==> src/hdl/tmh_pkg.sv <==
`timescale 1ns / 1ps
// Shared types and constants for the timer min-heap queue.
// No dependencies.
package tmh_pkg;

  localparam int CAPACITY = 64;
  localparam int IDX_W    = 6;
  localparam int CNT_W    = 7;
  localparam int TIME_W   = 48;

  localparam logic [1:0] ACT_INSERT = 2'd0;
  localparam logic [1:0] ACT_CANCEL = 2'd1;
  localparam logic [1:0] ACT_EXPIRE = 2'd2;

  localparam logic [1:0] ST_OK      = 2'd0;
  localparam logic [1:0] ST_FULL    = 2'd1;
  localparam logic [1:0] ST_UNKNOWN = 2'd2;
  localparam logic [1:0] ST_EMPTY   = 2'd3;

  // write request into the heap slot store
  typedef struct packed {
    logic              en;
    logic [IDX_W-1:0]  addr;
    logic [TIME_W-1:0] time_val;
    logic [IDX_W-1:0]  owner;
  } heap_wr_t;

endpackage

==> src/hdl/tmh_heap_mem.sv <==
`timescale 1ns / 1ps
// Heap slot store: expiry time and owning id per slot.
// One write and one registered read per cycle; uses tmh_pkg.
module tmh_heap_mem (
  input  logic                      clk,
  input  tmh_pkg::heap_wr_t         wr,
  input  logic [tmh_pkg::IDX_W-1:0] raddr,
  output logic [tmh_pkg::TIME_W-1:0] rtime,
  output logic [tmh_pkg::IDX_W-1:0]  rowner
);
  import tmh_pkg::*;

  logic [TIME_W-1:0] heap_time  [CAPACITY];
  logic [IDX_W-1:0]  heap_owner [CAPACITY];

  always_ff @(posedge clk) begin
    if (wr.en) begin
      heap_time[wr.addr]  <= wr.time_val;
      heap_owner[wr.addr] <= wr.owner;
    end
    rtime  <= heap_time[raddr];
    rowner <= heap_owner[raddr];
  end

endmodule

==> config.mk <==
export PLATFORM = sky130hd
export DESIGN_NAME = tmh_heap_mem
export DESIGN_NICKNAME = d
export VERILOG_FILES = /design/src/hdl/tmh_pkg.sv /design/src/hdl/tmh_heap_mem.sv
export SDC_FILE = /design/constraint.sdc
export NUM_CORES = 2
export LEC_CHECK = 0
export ABC_AREA = 1
export BUFFER_PORTS_ARGS = -buffer_cell sky130_fd_sc_hd__buf_2
export CAP_MARGIN = 20
export CELL_PAD_IN_SITES_DETAIL_PLACEMENT = 0
export CELL_PAD_IN_SITES_GLOBAL_PLACEMENT = 2
export CORE_MARGIN = 2
export CORE_UTILIZATION = 40
export CTS_CLUSTER_DIAMETER = 80
export CTS_CLUSTER_SIZE = 30
export DETAILED_ROUTE_END_ITERATION = 10
export PLACE_DENSITY = 0.73
export SYNTH_ARGS = -nofsm -noshare
export SYNTH_HDL_FRONTEND = slang
export SYNTH_SLANG_ARGS = --single-unit
==> constraint.sdc <==
create_clock -name clk -period 4 [get_ports clk]
set_input_delay 0.6 -clock clk [delete_from_list [all_inputs] [get_ports clk]]
set_output_delay 0.6 -clock clk [all_outputs]
set_load 0.01 [all_outputs]
==> reports/qor.csv <==
metric,value,unit
wl_met1,202400,um
dr_wl_met2,220400,um
die_w,594.1,um
io_pins,122,
timing.final.crit_period,2407,ps
die_h,594.1,um
reg2reg_from,heap_time[7][24],
finalSetupTns,0,ps
ys_warn_count,0,
pwr-share-comb,7.0,%
cts_tree,built,
worst_setup_path_start_kind,register,
pwr-share-clk,32.2,%
cp-startpoint,rtime[19],
pre_cts_ws,867.2,ps
period_share,60.18,%
p_int,50.89,mW
root_buffer,clkbuf_16,
vias,91470,
area_growth,10.24,%
max_cap_viol_count,0,
status,completed,
grt_pass1_vias,84977,
power_density,437.3,mW/mm^2
synth_top_area_share,74.51,%
numCtsBuffers,167,
synth_cells,11364,
post-route-util,44.31,%
crit_path_top_delay_cell,dfxtp_1,
postCtsSetupBuffers,0,
worstSetupPathType,register to output port,
seq_area_frac_synth,75.29,%
dr_wl_met3,34980,um
top_layer,met5,
grt_max_degree,211,
cts_sinks,3510,
placed_area,0.1470,mm^2
drt_wl_total,470900,um
switching_share,24.20,%
layout-drive-gt1-share,7.377,%
arrival,1810,ps
cp.required,3400,ps
setup_ws,1593,ps
clock_path_buffers,4,
grt-ovfl-total,0,
vdd_drop_max,0.3583,mV
syn_area_per_cell,12.26,um^2
synth_area_leaders,"edfxtp_1 (75%), nand3_1 (12%), nand2_1 (10%)",
grt_pass1_wl,658700,um
dieArea,0.3529,mm^2
portBuffers,121,
cp_max_fo,1,
path_clk_slew,110,ps
slew_headroom,20.12,%
grt_antenna_before_repair,46,
rsz0062_at_grt,false,
worstMarginPinSlew,1198,ps
wl_per_cell,29.41,um
drc,0,
post_cts_resized,0,
ys_seq_elements,3510,
grt_usage,26.06,%
critPathTopFamily,flip-flops,
finClkSkew,48.18,ps
p_leak,52.98,nW
total_power,67.13,mW
rows,216,
hold_viol,0,
dp_hpwl,239000,um
cts_htree_levels,4,
synth_largest_area_cell,edfxtp_1,
gp_congestion,0.7798,
viasPerCell,5.712,
firstDrtPassIters,6,
ctsHoldBuffers,0,
cp_cell_sequence,buf_2,
antenna_left,0,
slew_violations,0,
synth.distinct_cells,15,
max_stage_delay,640,ps
fin_nets,11365,
clock.fmax,415.4,MHz
path_buf_inv,1,
switchingPower,16.24,mW
hp-class,input port to register,
syn_nets,11432,
hold_start,wr[6],
placeableCoreArea,0.3465,mm^2
fin_area,0.1535,mm^2
finalSetupViolations,0,
syn-cell-area,0.1393,mm^2
initialDrtViolationCount,11072,
start_util,40.20,%
cp-end-kind,output port,
clk_latency,930,ps
seqPwrFrac,60.8,%
## synth_stat cells
cell type	n
inv_2	5
buf_2	443
nand2_1	3816
buf_12	1
edfxtp_1	3456
nand4_1	8
nand3_1	3203
buf_6	7
buf_4	75
dfxtp_1	54
buf_1	117
inv_1	6
nor2_1	64
clkbuf_1	108
inv_6	1
## routing by layer
metal,vias up,track usage [%]
met5,-,0
met4,26,6.331
met3,555,3.735
met1,47149,37.25
li1,40213,-
met2,3527,42.00
## sequential cells by signal (all words and copies together) (netlist names)
name        count
heap_time    3072
heap_owner    384
rtime          48
rowner          6
## power by group through the flow
stage / logic, mW / clock network, mW / registers (mW)
3_3_place_gp: 4.58 / 0 / 41.7
4_1_cts: 4.63 / 22.0 / 40.9
2_1_floorplan: 2.48 / 0 / 41.6
3_5_place_dp: 4.62 / 0 / 41.7
6_report: 4.72 / 21.6 / 40.8
5_1_grt: 5.13 / 23.2 / 40.9
## metrics by stage
| step | instances | hold WS [ps] |
|---|---|---|
| global placement | 15661 | 779.7 |
| finish | 16013 | 24.29 |
| floorplan | 11364 | 698.9 |
| global route | 16007 | 1.452 |
| detailed placement | 15661 | 776.4 |
| CTS | 15961 | 268.1 |
## layout by cell type, fill, tap and decap left out, types with 4 or more instances in the layout
master            n
buf_12          183
buf_2           115
buf_4           198
buf_8             4
bufinv_16         8
clkbuf_1         22
clkbuf_16       171
clkinv_1          7
clkinv_2          6
clkinv_4          8
clkinv_8         21
dfxtp_1          54
diode_2           7
dlygate4sd3_1    13
edfxtp_1       3456
inv_1             6
inv_12            6
inv_6            21
inv_8            26
nand2_1        3816
nand3_1        3203
nand4_1           8
nor2_4           64
## worst paths after layout
kind | endpoint | slack [ps] | depth (start not counted)
max | rtime[19] | 1590 | 1
max reg2reg | rtime[24] | 2550 | 8
min reg2reg | rtime[3] | 800 | 8
min | heap_time[33][0] | 20 | 1
## logic make-up after synthesis
family | count (synthesis) | synth area share, %
buf+inv | 763 | 2.709
flops | 3510 | 75.29
simple gates | 7091 | 22.00
## cell type report
| class | count | area [um^2] |
|---|---|---|
| diodes | 7 | 17.52 |
| clock buffers | 195 | 4389 |
| clock inverters | 105 | 1343 |
| fillers | 31360 | 192900 |
| inverters | 12 | 103.9 |
| multi-input cells | 7091 | 31120 |
| flip-flops and latches | 3510 | 104900 |
| well taps | 4578 | 5728 |
| repair buffers | 515 | 5971 |
No activity file was read; power rests on OpenSTA's default activity.
